### src/hdl/srgbp3_pkg.sv
// ----------------------------------------------------------------------------
// srgbp3_pkg
// Shared constants, types, matrices and the decode curve for the sRGB / P3
// pixel converter.
// ----------------------------------------------------------------------------
package srgbp3_pkg;

    localparam int CHANNEL_BITS     = 8;
    localparam int NUM_CODES        = 1 << CHANNEL_BITS;
    localparam int CODE_MAX         = NUM_CODES - 1;
    localparam int LINEAR_FRAC_BITS = 16;
    localparam int LANES            = 3;

    localparam int COEF_FRAC = 14;
    localparam int COEF_W    = 17;

    // decode table, two matrix stages of multiply and sum, one stage per code bit
    localparam int LATENCY   = 5 + CHANNEL_BITS;
    localparam int BUF_DEPTH = 2 ** $clog2(LATENCY + 2);
    localparam int BUF_AW    = $clog2(BUF_DEPTH);

    // fixed point of the curve evaluation at elaboration
    localparam int WORK_FRAC = 30;
    localparam int KNEE      = 4045 * CODE_MAX;
    localparam int LIN_DEN   = 1292 * CODE_MAX;
    localparam int LIN_DEN2  = 2 * LIN_DEN;
    localparam int CURVE_DEN = 1055 * CODE_MAX;

    typedef logic signed [COEF_W-1:0]  coef_t;
    typedef logic [CHANNEL_BITS-1:0]   code_t;

    typedef struct packed {
        code_t blue;
        code_t green;
        code_t red;
    } pixel_t;

    // rows and columns ordered red, green, blue; Q3.14
    localparam int SRGB_TO_XYZ [LANES][LANES] = '{
        '{6758, 5859, 2956}, '{3484, 11717, 1183}, '{317, 1953, 15570}};
    localparam int XYZ_TO_SRGB [LANES][LANES] = '{
        '{53092, -25184, -8168}, '{-15880, 30737, 681}, '{912, -3343, 17322}};
    localparam int P3_TO_XYZ [LANES][LANES] = '{
        '{7972, 4353, 3248}, '{3752, 11333, 1299}, '{0, 739, 17104}};
    localparam int XYZ_TO_P3 [LANES][LANES] = '{
        '{40853, -15260, -6598}, '{-13590, 28879, 387}, '{587, -1248, 15678}};

    // Linear light of one channel code in Q1.frac, evaluated at elaboration.
    // Above the knee: lin = v^2 * (v^2)^(1/5), fifth root by bisection.
    function automatic logic [31:0] decode_entry(input int unsigned code,
                                                 input int unsigned frac);
        logic [63:0] num;
        logic [63:0] v;
        logic [63:0] s;
        logic [63:0] lo;
        logic [63:0] hi;
        logic [63:0] mid;
        logic [63:0] p;
        logic [63:0] lin;
        int          it;
        if (64'(code) * 64'd100000 <= 64'(KNEE)) begin
            num = (64'(code) * 64'd100) << (frac + 1);
            return 32'((num + 64'(LIN_DEN)) / LIN_DEN2);
        end
        v  = (64'(1000 * code + 55 * CODE_MAX) << WORK_FRAC) / CURVE_DEN;
        s  = (v * v) >> WORK_FRAC;
        lo = 64'd0;
        hi = 64'd1 << WORK_FRAC;
        for (it = 0; it < WORK_FRAC + 2; it++) begin
            if (lo < hi) begin
                mid = lo + ((hi - lo + 64'd1) >> 1);
                p   = (mid * mid) >> WORK_FRAC;
                p   = (p * mid) >> WORK_FRAC;
                p   = (p * mid) >> WORK_FRAC;
                p   = (p * mid) >> WORK_FRAC;
                if (p <= s) begin
                    lo = mid;
                end else begin
                    hi = mid - 64'd1;
                end
            end
        end
        lin = (s * lo) >> WORK_FRAC;
        return 32'((lin + (64'd1 << (WORK_FRAC - frac - 1))) >> (WORK_FRAC - frac));
    endfunction

endpackage

### src/hdl/srgbp3_row_lane.sv
// ----------------------------------------------------------------------------
// srgbp3_row_lane
// One matrix row: three products in one stage, then sum and round back to
// the linear fraction in the next.
// ----------------------------------------------------------------------------
module srgbp3_row_lane #(
    parameter int IN_W  = 18,
    parameter int OUT_W = 19
) (
    input  logic                     clk,
    input  srgbp3_pkg::coef_t        coef [srgbp3_pkg::LANES],
    input  logic signed [IN_W-1:0]   vec  [srgbp3_pkg::LANES],
    output logic signed [OUT_W-1:0]  row
);

    localparam int PROD_W = srgbp3_pkg::COEF_W + IN_W;
    localparam int ACC_W  = PROD_W + 2;
    localparam logic signed [ACC_W-1:0] ROUND_HALF =
        ACC_W'(64'd1 << (srgbp3_pkg::COEF_FRAC - 1));

    logic signed [PROD_W-1:0] prod_reg [srgbp3_pkg::LANES];
    logic signed [PROD_W-1:0] prod_next [srgbp3_pkg::LANES];
    logic signed [ACC_W-1:0]  acc;
    logic signed [ACC_W-1:0]  acc_rnd;
    logic signed [OUT_W-1:0]  row_next;
    logic signed [OUT_W-1:0]  row_reg;

    always_comb
    begin
        for (int j = 0; j < srgbp3_pkg::LANES; j++)
        begin
            prod_next[j] = PROD_W'(coef[j]) * PROD_W'(vec[j]);
        end
    end

    always_comb
    begin
        acc      = ACC_W'(prod_reg[0]) + ACC_W'(prod_reg[1]) + ACC_W'(prod_reg[2]);
        // round to nearest, ties toward plus infinity
        acc_rnd  = acc + ROUND_HALF;
        row_next = OUT_W'(acc_rnd >>> srgbp3_pkg::COEF_FRAC);
    end

    always_ff @(posedge clk)
    begin
        prod_reg <= prod_next;
        row_reg  <= row_next;
    end

    assign row = row_reg;

endmodule

### config.mk
export PLATFORM = sky130hd
export DESIGN_NAME = srgbp3_row_lane
export DESIGN_NICKNAME = d
export VERILOG_FILES = /design/src/hdl/srgbp3_pkg.sv /design/src/hdl/srgbp3_row_lane.sv
export SDC_FILE = /design/constraint.sdc
export NUM_CORES = 2
export LEC_CHECK = 0
export BUFFER_PORTS_ARGS = -buffer_cell sky130_fd_sc_hd__buf_2
export CAP_MARGIN = 0
export CORE_UTILIZATION = 40
export CTS_CLUSTER_SIZE = 28
export DETAILED_ROUTE_END_ITERATION = 6
export GPL_ROUTABILITY_DRIVEN = 0
export PLACE_DENSITY_LB_ADDON = 0.2
export SLEW_MARGIN = 20
export SYNTH_ARGS = -nofsm -noshare
export SYNTH_HDL_FRONTEND = slang
export SYNTH_SLANG_ARGS = --single-unit
### constraint.sdc
create_clock -name clk -period 7.2 [get_ports clk]
set_clock_uncertainty 0.15 [all_clocks]
set_input_delay 1.44 -clock clk [delete_from_list [all_inputs] [get_ports clk]]
set_output_delay 1.44 -clock clk [all_outputs]
set_load 0.01 [all_outputs]
; After elaboration in Yosys (flattened, before gate mapping)
; Cells that the tools add are included.
[totals]
in_bits = 106
ramBits = 0
rom_bits = 0
output_inout_bits = 19
n_memories = 0
latchBits = 0
register_bits = 118
[op_classes]
magnitude_cmp = 0
n_mul = 3
eq_ne = 0
reduce_logical = 0
addsub = 3
shift = 0
n_div = 0
bitwise = 0
muxes = 0
[ops]
columns = operator, n
row1 = multiplier 17 x 18 -> 33 bit, 3
row2 = adder 33 bit, 2
row3 = adder 33 x 15 -> 33 bit (second input constant), 1

; Depth between registers and ports, before layout
[logic_depth]
ltp_word = 3
mapped_depth = 25
depth_no_buf = 24

; Worst setup path before layout
; Ideal clock, no wire load.
[synth_path]
kind = in2reg
start = input coef[8] in the netlist's numbering
end = register prod_reg[32] in the netlist's numbering
path_slack_ns = -0.188
stages = 25
t_arrival_ns = 7.166
path_cell_list = clkbuf_1 clkbuf_1 nand2_1 fa_1 inv_1 fa_1 inv_1 fa_1 inv_1 fa_1 fa_1 inv_1 fa_1 inv_1 ha_1 a21o_1 a21oi_1 and2_1 a41oi_2 a221oi_4 o221ai_2 o31ai_2 nand2b_1 a21oi_2 xnor2_1
[synth_lines]
columns = element, line
row1 = "start, declared", srgbp3_row_lane.sv:11  ; input srgbp3_pkg::coef_t coef [srgbp3_pkg::LANES],
row2 = "end signal, assigned", srgbp3_row_lane.sv:46  ; prod_reg <= prod_next;
row3 = "end, declared", srgbp3_row_lane.sv:21  ; logic signed [PROD_W-1:0] prod_reg [srgbp3_pkg::LANES];

==> results <==
- The flip-flop cell with the highest count after synthesis is dfxtp_1.
- Setup violations remaining at the end of the flow were counted as 0.
- After global routing the overflow that remains totals 0.
- The category of the most critical setup path is in -> reg.
- The register with the most flip-flops in the layout has 99 of them.
- After Yosys synthesis, XOR and XNOR cells account for approximately 3.3% of the synthesized area.
- The synthesized cell area is 0.0372 mm².
- The clock transition at the registers of the reported paths is roughly 60 ps.
- Counting flops with a built-in enable in the synthesized netlist gives 0.
- By count the netlist is led by 971 x inv_1, 922 x fa_1, 467 x and2_1, 447 x nand2_1, 312 x ha_1.
- The number of instances on the worst hold path is 3.
- The floorplan step defined a die boundary enclosing 0.0941 mm².
- The number of nets handed over by synthesis was roughly 5300.
- Along the worst path, the maximum fanout reaches 12.
- Yosys mapped the design onto 64 distinct sky130hd cell types.
- The clock reaches the later pin of the worst-skew pair after about 430 ps.
- The number of nets still failing antenna checks after routing is 0.
- The final layout contains routed wiring with a total length of 86100 µm.
- The dominant combinational cell family by area after synthesis is adder cells.
- The run finished with clean final reports.
- The final-report hold violation count is 0.
- The arithmetic-cell share of the synthesized area counting full adders, half adders and majority gates is between 60% and 70%.
- The root buffer selected by CTS is clkbuf_16.
- Ranked by total cell area, the synthesized netlist is headed by fa_1 50%, ha_1 11%, inv_1 9.8%, and2_1 7.9%, dfxtp_1 6.4%.
- The first global-routing pass estimated 148000 µm of wire.
- The total global-route track usage is just under 20%.
- The final critical path takes up a little over nine tenths of the cycle.
- For this run, design rule violations remaining after detail routing come to 0.
- From synthesis to final layout, the design area changed by 14.1%.
- For this design the top-level I/O count stands at roughly 130.
- The length in cells of the worst reg-to-reg path is 12.
- At the pin with the least slew margin, the transition time is 484 ps.
- The TritonCTS buffer count is 17.
- The number of input and output port buffers inserted is roughly 120.
- In this run the biggest area consumer among cell types represents between 40% and 50% of the synthesized area.
- After clock tree synthesis, the flow added hold-fix buffers numbering 0.
- The H-tree depth is 4.
- Cells with a size suffix above 1 make up about an eighth of the layout.
- The kind of end point of the critical path is a flip-flop.
- Data on the critical path arrives at its endpoint at between 7000 and 8000 ps.
- The max-cap violation count is 0.
- The clock period could shrink to 6940 ps.
- The initial antenna violation count came to 2.
- The complex-gate fraction of the synthesized area is under 10%.
- Summing the areas of all and, or, nand and nor instances in the mapped netlist gives 14.6% of the synthesized area.
- The multiplexer fraction of the synthesized cell area is 0%.
- After clock tree synthesis, the setup repair step added 0 buffers.
- The sequential element share of the synthesized area is under 10%.
- The clock passes through at most 2 buffers.
- Across all layers, the routed design uses approximately 26000 vias.
- Dividing the detail-routed wire length by the instance count gives 15.5 µm.
- Yosys printed 0 warnings.
- The detailed router finished its first iteration with 1148 violations.
- The maximum clock rate is around 140 MHz.
- The worst setup path is launched from an input pin.
- The worst slew margin relative to its limit is around two thirds.
- The instance area after placement is around 0.042 mm².
- The core outline area is between 0.09 and 0.1 mm².
- The flop and latch count out of synthesis is 118.
- Averaged over all synthesized cells, the footprint is ~9.5 µm².
- inv_1 is the most common cell in the netlist.
- The cell area after layout is between 0.04 and 0.05 mm².
- The first-pass iteration count of the detailed router is 5.
- For this configuration, the core starts out at a cell density of 40.5%.
- The total half-perimeter wirelength after legalization and detailed placement is 78000 µm.
- In the synthesized netlist, the number of instances is 3917.
- The final max-slew violation count is 0.
- In this run the vertical extent of the chip is about 310 µm.
- For this run, asynchronously set or reset flops after synthesis account for 0%.
- The number of clock sinks is around 120.
- After detailed routing, the number of vias per cell comes to 4.63.
- Once the clock tree was built, the resizer swapped 0 gates to a different size.
- The via count of the first global-routing pass is approximately 28000.
- The horizontal extent of the die is approximately 310 µm.
- In this run the core area contains 111 standard-cell rows.
- STA puts the critical path data required time at between 7000 and 8000 ps.
- The library cell with the largest summed area after synthesis is fa_1.
- The TritonCTS clock tree is done.
- The maximum number of pins on one net before global-route repair is 19.
- Setup repair after global routing could not meet its margin everywhere.
- The net count reported at finish is between 5000 and 6000.
- The tightest min-delay check is of the reg -> reg type.
-- critical path, stage by stage --
cell,delay (ps)
buf_2,190
buf_4,190
and2_1,170
fa_1,530
inv_1,50
fa_1,380
fa_1,520
fa_1,550
inv_1,60
fa_1,530
fa_1,430
ha_1,300
a21o_1,170
a21oi_1,180
nand2b_1,150
a31oi_1,170
or3_1,390
a21oi_1,250
o21ai_0,140
a21oi_1,210
xnor2_1,140
-- final cells by class --
class | instances | area [µm²]
fillers | 8947 | 49400
multi-input cells | 2702 | 30700
inverters | 971 | 3640
repair buffers | 487 | 3510
flip-flops and latches | 118 | 2360
well taps | 1243 | 1560
clock buffers | 22 | 484
clock inverters | 10 | 144
diodes | 1 | 2.50
-- cells by family (layout without fill, tap and decap cells) --
logic type / after synthesis / in the layout
compound gates: 248 / 248
buf+inv: 1097 / 1490
fa+ha+maj: 1234 / 1234
xor+xnor: 140 / 140
flops: 118 / 118
simple gates: 1080 / 1080
other cells: 0 / 1
-- layer usage --
layer / track usage, % / up-vias / part of all wire [%]
met4: 2.43 / 0 / 1.0
met2: 33.0 / 402 / 48
met1: 28.3 / 13100 / 47
li1: - / 12200 / -
met5: 0 / - / 0
met3: 1.81 / 58 / 3.3
-- cell usage in the layout, fill, tap and decap left out, drive strengths merged, types with 45 or more instances in the layout --
cell | netlist | routed
inv | 971 | 972
fa | 922 | 922
buf | 1 | 487
and2 | 467 | 467
nand2 | 447 | 447
ha | 312 | 312
dfxtp | 118 | 118
xnor2 | 108 | 108
a21oi | 79 | 79
nor2 | 78 | 78
o21ai | 45 | 45
-- path summary, 6_finish.rpt --
check / start / end / slack [ps]
setup reg to reg: prod_reg[47]$_DFF_P_ / row[18]$_DFF_P_ / 3240
hold reg to reg: prod_reg[101]$_DFF_P_ / row[18]$_DFF_P_ / 630
hold / removal: prod_reg[101]$_DFF_P_ / row[18]$_DFF_P_ / 630
setup / recovery: coef[22] / prod_reg[61]$_DFF_P_ / 260
-- metrics by stage --
stage | util [%] | TNS (ps) | std cells | worst slack, ps | hold slack, ps
final | 46.2 | 0 | 5554 | 261 | 631
after global routing | 46.2 | -90.1 | 5554 | -65.4 | 667
after CTS | 46.2 | 0 | 5553 | 228 | 649
after detailed placement | 45.5 | -2110 | 5521 | -222 | 629
after global placement | 45.5 | -1420 | 5521 | -145 | 617
after floorplan | - | -16.4 | 3917 | -16.4 | 556
Power is not shown: default switching activity piles up to over one toggle a cycle in this logic, so the estimate is an artifact.
