## src/hdl/srgbp3_pkg.sv

```systemverilog
// ----------------------------------------------------------------------------
// srgbp3_pkg
// Shared constants, types, matrices and the decode curve for the sRGB / P3
// pixel converter.
// ----------------------------------------------------------------------------
package srgbp3_pkg;

    localparam int CHANNEL_BITS     = 8;
    localparam int NUM_CODES        = 1 << CHANNEL_BITS;
    localparam int CODE_MAX         = NUM_CODES - 1;
    localparam int LINEAR_FRAC_BITS = 16;
    localparam int LANES            = 3;

    localparam int COEF_FRAC = 14;
    localparam int COEF_W    = 17;

    // decode table, two matrix stages of multiply and sum, one stage per code bit
    localparam int LATENCY   = 5 + CHANNEL_BITS;
    localparam int BUF_DEPTH = 2 ** $clog2(LATENCY + 2);
    localparam int BUF_AW    = $clog2(BUF_DEPTH);

    // fixed point of the curve evaluation at elaboration
    localparam int WORK_FRAC = 30;
    localparam int KNEE      = 4045 * CODE_MAX;
    localparam int LIN_DEN   = 1292 * CODE_MAX;
    localparam int LIN_DEN2  = 2 * LIN_DEN;
    localparam int CURVE_DEN = 1055 * CODE_MAX;

    typedef logic signed [COEF_W-1:0]  coef_t;
    typedef logic [CHANNEL_BITS-1:0]   code_t;

    typedef struct packed {
        code_t blue;
        code_t green;
        code_t red;
    } pixel_t;

    // rows and columns ordered red, green, blue; Q3.14
    localparam int SRGB_TO_XYZ [LANES][LANES] = '{
        '{6758, 5859, 2956}, '{3484, 11717, 1183}, '{317, 1953, 15570}};
    localparam int XYZ_TO_SRGB [LANES][LANES] = '{
        '{53092, -25184, -8168}, '{-15880, 30737, 681}, '{912, -3343, 17322}};
    localparam int P3_TO_XYZ [LANES][LANES] = '{
        '{7972, 4353, 3248}, '{3752, 11333, 1299}, '{0, 739, 17104}};
    localparam int XYZ_TO_P3 [LANES][LANES] = '{
        '{40853, -15260, -6598}, '{-13590, 28879, 387}, '{587, -1248, 15678}};

    // Linear light of one channel code in Q1.frac, evaluated at elaboration.
    // Above the knee: lin = v^2 * (v^2)^(1/5), fifth root by bisection.
    function automatic logic [31:0] decode_entry(input int unsigned code,
                                                 input int unsigned frac);
        logic [63:0] num;
        logic [63:0] v;
        logic [63:0] s;
        logic [63:0] lo;
        logic [63:0] hi;
        logic [63:0] mid;
        logic [63:0] p;
        logic [63:0] lin;
        int          it;
        if (64'(code) * 64'd100000 <= 64'(KNEE)) begin
            num = (64'(code) * 64'd100) << (frac + 1);
            return 32'((num + 64'(LIN_DEN)) / LIN_DEN2);
        end
        v  = (64'(1000 * code + 55 * CODE_MAX) << WORK_FRAC) / CURVE_DEN;
        s  = (v * v) >> WORK_FRAC;
        lo = 64'd0;
        hi = 64'd1 << WORK_FRAC;
        for (it = 0; it < WORK_FRAC + 2; it++) begin
            if (lo < hi) begin
                mid = lo + ((hi - lo + 64'd1) >> 1);
                p   = (mid * mid) >> WORK_FRAC;
                p   = (p * mid) >> WORK_FRAC;
                p   = (p * mid) >> WORK_FRAC;
                p   = (p * mid) >> WORK_FRAC;
                if (p <= s) begin
                    lo = mid;
                end else begin
                    hi = mid - 64'd1;
                end
            end
        end
        lin = (s * lo) >> WORK_FRAC;
        return 32'((lin + (64'd1 << (WORK_FRAC - frac - 1))) >> (WORK_FRAC - frac));
    endfunction

endpackage

```

## src/hdl/srgbp3_merge_buf.sv

```systemverilog
// ----------------------------------------------------------------------------
// srgbp3_merge_buf
// Gather the three lane codes into one pixel and queue it for the output.
// ----------------------------------------------------------------------------
module srgbp3_merge_buf (
    input  logic                clk,
    input  logic                rst_n,
    input  logic                push,
    input  srgbp3_pkg::code_t   red_code,
    input  srgbp3_pkg::code_t   green_code,
    input  srgbp3_pkg::code_t   blue_code,
    input  logic                pop_stall,
    output logic                pop_valid,
    output srgbp3_pkg::pixel_t  pop_pixel
);

    localparam int AW = srgbp3_pkg::BUF_AW;

    srgbp3_pkg::pixel_t mem [srgbp3_pkg::BUF_DEPTH];
    logic [AW-1:0] wr_ptr_reg;
    logic [AW-1:0] wr_ptr_next;
    logic [AW-1:0] rd_ptr_reg;
    logic [AW-1:0] rd_ptr_next;
    logic [AW:0]   cnt_reg;
    logic [AW:0]   cnt_next;
    logic          pop;

    assign pop_valid = (cnt_reg != '0);
    assign pop       = pop_valid && !pop_stall;
    assign pop_pixel = mem[rd_ptr_reg];

    always_comb
    begin
        wr_ptr_next = push ? wr_ptr_reg + AW'(1) : wr_ptr_reg;
        rd_ptr_next = pop ? rd_ptr_reg + AW'(1) : rd_ptr_reg;
        cnt_next    = cnt_reg + (AW+1)'(push) - (AW+1)'(pop);
    end

    always_ff @(posedge clk)
    begin
        if (push) begin
            mem[wr_ptr_reg] <= '{blue: blue_code, green: green_code, red: red_code};
        end
    end

    always_ff @(posedge clk or negedge rst_n)
    begin
        if (!rst_n) begin
            wr_ptr_reg <= '0;
            rd_ptr_reg <= '0;
            cnt_reg    <= '0;
        end else begin
            wr_ptr_reg <= wr_ptr_next;
            rd_ptr_reg <= rd_ptr_next;
            cnt_reg    <= cnt_next;
        end
    end

endmodule

```

## config.mk

```make
export PLATFORM = sky130hd
export DESIGN_NAME = srgbp3_merge_buf
export DESIGN_NICKNAME = d
export VERILOG_FILES = /design/src/hdl/srgbp3_pkg.sv /design/src/hdl/srgbp3_merge_buf.sv
export SDC_FILE = /design/constraint.sdc
export NUM_CORES = 1
export LEC_CHECK = 0
export BUFFER_PORTS_ARGS = -buffer_cell sky130_fd_sc_hd__buf_2
export CORE_UTILIZATION = 35
export CTS_CLUSTER_DIAMETER = 200
export CTS_CLUSTER_SIZE = 25
export DETAILED_ROUTE_END_ITERATION = 8
export PLACE_DENSITY = 0.5
export SLEW_MARGIN = 20
export SYNTH_ARGS = -nofsm -noshare
export SYNTH_HDL_FRONTEND = slang
export SYNTH_SLANG_ARGS = --single-unit
```

## constraint.sdc

```tcl
create_clock -name clk -period 5.8 [get_ports clk]
set_clock_uncertainty 0.15 [all_clocks]
set_input_delay 0.29 -clock clk [delete_from_list [all_inputs] [get_ports clk]]
set_output_delay 0.29 -clock clk [all_outputs]
set_load 0.05 [all_outputs]
```

======== Yosys cells after proc, flatten, opt, wreduce, memory -nomap -nowiden ========
Memories as Yosys holds them, arrays and structs flattened.
Cells that the tools add are included.
word-level totals
  bits in registers ....................... 13
  latch bits .............................. 0
  RAM bits ................................ 384
  memory bits (read-only) ................. 0
  output and inout bits ................... 25
  logic and storage cells ................. 13
  memories ................................ 1
cells by class
  add/sub/neg operators ................... 4
  multiply operators ...................... 0
  divide/modulo/power cells ............... 0
  order comparisons ....................... 0
  eq/ne operators ......................... 0
  shifts and indexed selects .............. 0
  mux-type cells .......................... 2
  bitwise operators ....................... 0
  reduce and logical (&&, ||, !) cells .... 3
memory list
  name  words  width  rd ports  clocked after Yosys merged registers in  write ports  RTL line                source
  mem   16     24     1         0                                        1            srgbp3_merge_buf.sv:19  srgbp3_pkg::pixel_t mem [srgbp3_pkg::BUF_DEPTH];
operators by type and width
  kind                                          count
  adder 4 x 1 -> 4 bit (second input constant)  2
  adder 5 x 1 -> 5 bit                          1
  nonzero test 5 bit                            1
  subtractor 5 x 1 -> 5 bit                     1
  2-to-1 mux 1 bit                              2
  logical AND 1 bit                             1
  zero test 1 bit                               1

======== Longest topological paths before layout ========
  word-level depth ........................ 3
  depth in mapped cells ................... 11

======== Least setup slack after synthesis ========
Ideal clock, no wire load.
  kind .................................... register to register
  start ................................... register wr_ptr_reg[0]
  end ..................................... memory mem[0][0] (netlist bit) (enable)
  library setup time ...................... 435 ps
  data arrival time ....................... 2405 ps
  data required time ...................... 5215 ps
  setup slack ............................. 2810 ps
  stages on the path, launching flop included .. 5
  buffers on the path ..................... 0
  clock period less this slack ............ 2990 ps
  cell sequence ........................... dfrtp_1 inv_1 ha_1 nand2_1 nor3_1
RTL lines
  element                   RTL line                source
  start: declaration        srgbp3_merge_buf.sv:20  logic [AW-1:0] wr_ptr_reg;
  start signal: assignment  srgbp3_merge_buf.sv:53  wr_ptr_reg <= wr_ptr_next;
  end: declaration          srgbp3_merge_buf.sv:19
No word-level cell before the write port.

==> results.sh <==
export IMPL_wl_per_cell_um=24.8
export IMPL_ant_nets=0
export IMPL_drt_iter0_markers=539
export IMPL_remaining_drc_errors=0
export IMPL_path_clk_slew_ns=0.10
export IMPL_first_global_vias=7310
export IMPL_finish_instance_area_mm2=0.0171
export IMPL_clk_sink_count=397
export IMPL_cp_startpoint="rd_ptr_reg[0]"
export IMPL_max_clock_path_buffers=3
export IMPL_max_freq_mhz=271
export IMPL_unrepaired_setup_endpoints_after_global_routing="no"
export IMPL_port_buffers=52
export IMPL_seq_area_frac_synth=0.777
export IMPL_number_of_antenna_violations_at_the_first_check_in_global_routing=0
export IMPL_antennaDiodeCount=0
export IMPL_layout_worst_path_cycle_share=0.637
export IMPL_largest_register_ffs=384
export IMPL_critical_path_arrival_ns=3.25
export IMPL_pre_cts_ws_ns=2.59
export IMPL_synthesized_nets=717
export IMPL_crit_type="reg2out"
export IMPL_worst_path_dominant_cell_family="flip-flops"
export IMPL_powerDensity_mw_per_mm2=476
export IMPL_gp_routability_congestion=0.697
export IMPL_tritoncts="done"
export IMPL_timing_final_hold_violations=0
export IMPL_drt_vias_per_instance=5.10
export IMPL_critPathCaptureType="primary output"
export IMPL_finalNetCount=801
export IMPL_yosysWarningCount=0
export IMPL_initial_core_util=0.354
export IMPL_yosysTopAreaCellShare=0.755
export IMPL_cts_max_level=1
export IMPL_floorplan_die_area_mm2=0.0445
export IMPL_global_route_overflow_total=0
export IMPL_setup_violations_final=0
export IMPL_critical_path_max_stage_delay_ns=0.98
export IMPL_floorplan_rows=76
export IMPL_drt_pass1_iter_count=5
export IMPL_power_static_leakage_nw=5.37
export IMPL_layout_setup_ws_ns=2.11
export IMPL_timing_critical_path_from_type="register"
export IMPL_worst_hold_path_type="in2async"
export IMPL_synth_cell_type_count=31
export IMPL_drv_max_cap_violation_count=0
export IMPL_post_synth_main_area_contributors="sky130_fd_sc_hd__edfxtp_1 76%, sky130_fd_sc_hd__mux4_2 14%, sky130_fd_sc_hd__dfrtp_1 2.1%"
export IMPL_dpl_instance_area_mm2=0.0163
export IMPL_crit_chain="buf_12 -> mux4_2 -> a22oi_1 -> nand2_1 -> buf_2"
export IMPL_post_synthesis_instance_area_mm2=0.0153
export IMPL_grt_start_max_net_pins=65
export IMPL_post_cts_buffers=0
export IMPL_power_ir_vdd_worst_v=0.000311
export IMPL_final_setup_tns_ns=0
export IMPL_routed_via_count=6894
export IMPL_die_width_um=211
export IMPL_post_route_cells_drive_above_1_share=0.299
export IMPL_rr_startpoint="cnt_reg[3]"
export IMPL_core_area_mm2=0.0431
export IMPL_timing_max_transition_violations_final=0
export IMPL_clock_latency_ns=0.52
export IMPL_crit_slowest_cell="sky130_fd_sc_hd__dfrtp_4"
export IMPL_synthesis_area_per_instance_um2=22.6
export IMPL_grt_use_total=0.154
export IMPL_worst_path_max_fanout=59
export IMPL_number_of_top_level_pins=53
export IMPL_synthToLayoutAreaGrowth_pct=12.3
export IMPL_timing_final_crit_period_ns=3.69
export IMPL_crit_required_ns=5.36
export IMPL_number_of_resized_instances_in_the_post_cts_repair_step=0
export IMPL_grt_first_pass_wirelength_um=49000
export IMPL_path_buf_inv=2
export IMPL_dpl_hpwl_um=17400
export IMPL_dominant_cell_type_by_area_after_synthesis="sky130_fd_sc_hd__edfxtp_1"
export IMPL_synth_cells=677
export IMPL_fillers=3779
export IMPL_die_y_um=211
export IMPL_postSynthRegisterBits=397
export IMPL_clock_buffers_created_by_tritoncts=19
export IMPL_max_slew_margin=0.266
export IMPL_root_buffer="sky130_fd_sc_hd__clkbuf_16"
export IMPL_holdWs_ns=0.0338
export IMPL_wirelength_um=33600
export IMPL_status="completed"
export IMPL_tightestPinTransition_ns=1.10
[cell type report]
class | count | area, um2 | area share
clock buffer | 26 | 502 | 0.0293
clock inverter | 1 | 5.00 | 0.000292
inverter | 9 | 33.8 | 0.00197
multi-input combinational | 235 | 3300 | 0.193
sequential | 397 | 11900 | 0.692
tap | 585 | 732 | 0.0427
timing repair buffer | 99 | 706 | 0.0412
[metrics by stage]
step	total power, mW	instances	util
finish	8.16	1352	0.398
floorplan	5.98	677	-
global route	8.53	1352	0.398
detailed placement	6.86	1297	0.379
global placement	6.79	1297	0.379
CTS	8.28	1351	0.397
[cell usage in the layout, fill, tap and decap left out, types with 2 or more instances in the layout]
cell                            count
sky130_fd_sc_hd__buf_4             18
sky130_fd_sc_hd__a22oi_1           30
sky130_fd_sc_hd__clkbuf_16         19
sky130_fd_sc_hd__dlygate4sd3_1     27
sky130_fd_sc_hd__mux4_2            96
sky130_fd_sc_hd__ha_1              11
sky130_fd_sc_hd__nor2_4            14
sky130_fd_sc_hd__xor2_1             7
sky130_fd_sc_hd__nand2b_1           5
sky130_fd_sc_hd__nor3_2             2
sky130_fd_sc_hd__a22oi_2           18
sky130_fd_sc_hd__buf_12             2
sky130_fd_sc_hd__xnor2_1            3
sky130_fd_sc_hd__edfxtp_1         384
sky130_fd_sc_hd__buf_2             52
sky130_fd_sc_hd__nand2_1           32
sky130_fd_sc_hd__dfrtp_1           11
sky130_fd_sc_hd__a21oi_1            2
sky130_fd_sc_hd__dfrtp_4            2
sky130_fd_sc_hd__clkbuf_1           7
sky130_fd_sc_hd__inv_1              9
[synth_stat cells]
| library cell | number |
|---|---|
| sky130_fd_sc_hd__nand2b_1 | 5 |
| sky130_fd_sc_hd__a22oi_1 | 30 |
| sky130_fd_sc_hd__nor3b_1 | 1 |
| sky130_fd_sc_hd__edfxtp_1 | 384 |
| sky130_fd_sc_hd__o21bai_1 | 1 |
| sky130_fd_sc_hd__inv_1 | 9 |
| sky130_fd_sc_hd__ha_1 | 11 |
| sky130_fd_sc_hd__mux4_2 | 96 |
| sky130_fd_sc_hd__a22oi_2 | 18 |
| sky130_fd_sc_hd__buf_12 | 1 |
| sky130_fd_sc_hd__nor4b_1 | 1 |
| sky130_fd_sc_hd__xor2_1 | 7 |
| sky130_fd_sc_hd__buf_8 | 1 |
| sky130_fd_sc_hd__nor3_1 | 3 |
| sky130_fd_sc_hd__nand3_1 | 1 |
| sky130_fd_sc_hd__a21oi_1 | 2 |
| sky130_fd_sc_hd__xnor2_1 | 3 |
| sky130_fd_sc_hd__and2_1 | 1 |
| sky130_fd_sc_hd__buf_4 | 4 |
| sky130_fd_sc_hd__buf_6 | 2 |
| sky130_fd_sc_hd__clkbuf_1 | 17 |
| sky130_fd_sc_hd__a21o_1 | 1 |
| sky130_fd_sc_hd__buf_2 | 11 |
| sky130_fd_sc_hd__fa_1 | 1 |
| sky130_fd_sc_hd__o21ai_0 | 1 |
| sky130_fd_sc_hd__mux2_2 | 1 |
| sky130_fd_sc_hd__nand2_1 | 32 |
| sky130_fd_sc_hd__nor2_1 | 16 |
| sky130_fd_sc_hd__nand4_1 | 1 |
| sky130_fd_sc_hd__nor2b_1 | 2 |
| sky130_fd_sc_hd__dfrtp_1 | 13 |
[metal layers]
layer	global-route usage	vias up	routed length [um]
li1	-	2966	-
met1	0.217	3773	15100
met2	0.262	133	16800
met3	0.0161	22	1320
met4	0.0287	0	370
met5	0	-	0
[path summary, 6_finish.rpt]
| kind | to | slack, ns | depth (start not counted) |
|---|---|---|---|
| setup / recovery | pop_pixel[13] | 2.11 | 5 |
| hold / removal | wr_ptr_reg[0] | 0.03 | 2 |
| setup reg to reg | cnt_reg[4] | 2.62 | 11 |
| hold reg to reg | wr_ptr_reg[0] | 0.41 | 1 |
| max in group asynchronous | rd_ptr_reg[0] | 5.18 | 2 |
| min in group clk | wr_ptr_reg[0] | 0.41 | 1 |
[cell families after synthesis]
logic type,synth area share
AOI/OAI and AO/OA,0.0315
xor gates and xnor gates,0.00574
adders and majority gates,0.0103
buffers and inverters,0.0157
DFF,0.777
muxes,0.142
and+or+nand+nor,0.0179
[what timing repair did]
item                                    4_1_cts  5_1_grt
hold buffers                                 27        0
endpoints found under the setup margin        0        0
endpoints found under the hold margin       405        0
[power by group]
group / switching, mW / internal (mW) / leakage, nW
Clock: 0.811 / 0.610 / 0.246
Sequential: 0.293 / 3.47 / 3.62
Combinational: 1.86 / 1.12 / 1.50
No activity file was read; power rests on OpenSTA's default activity.
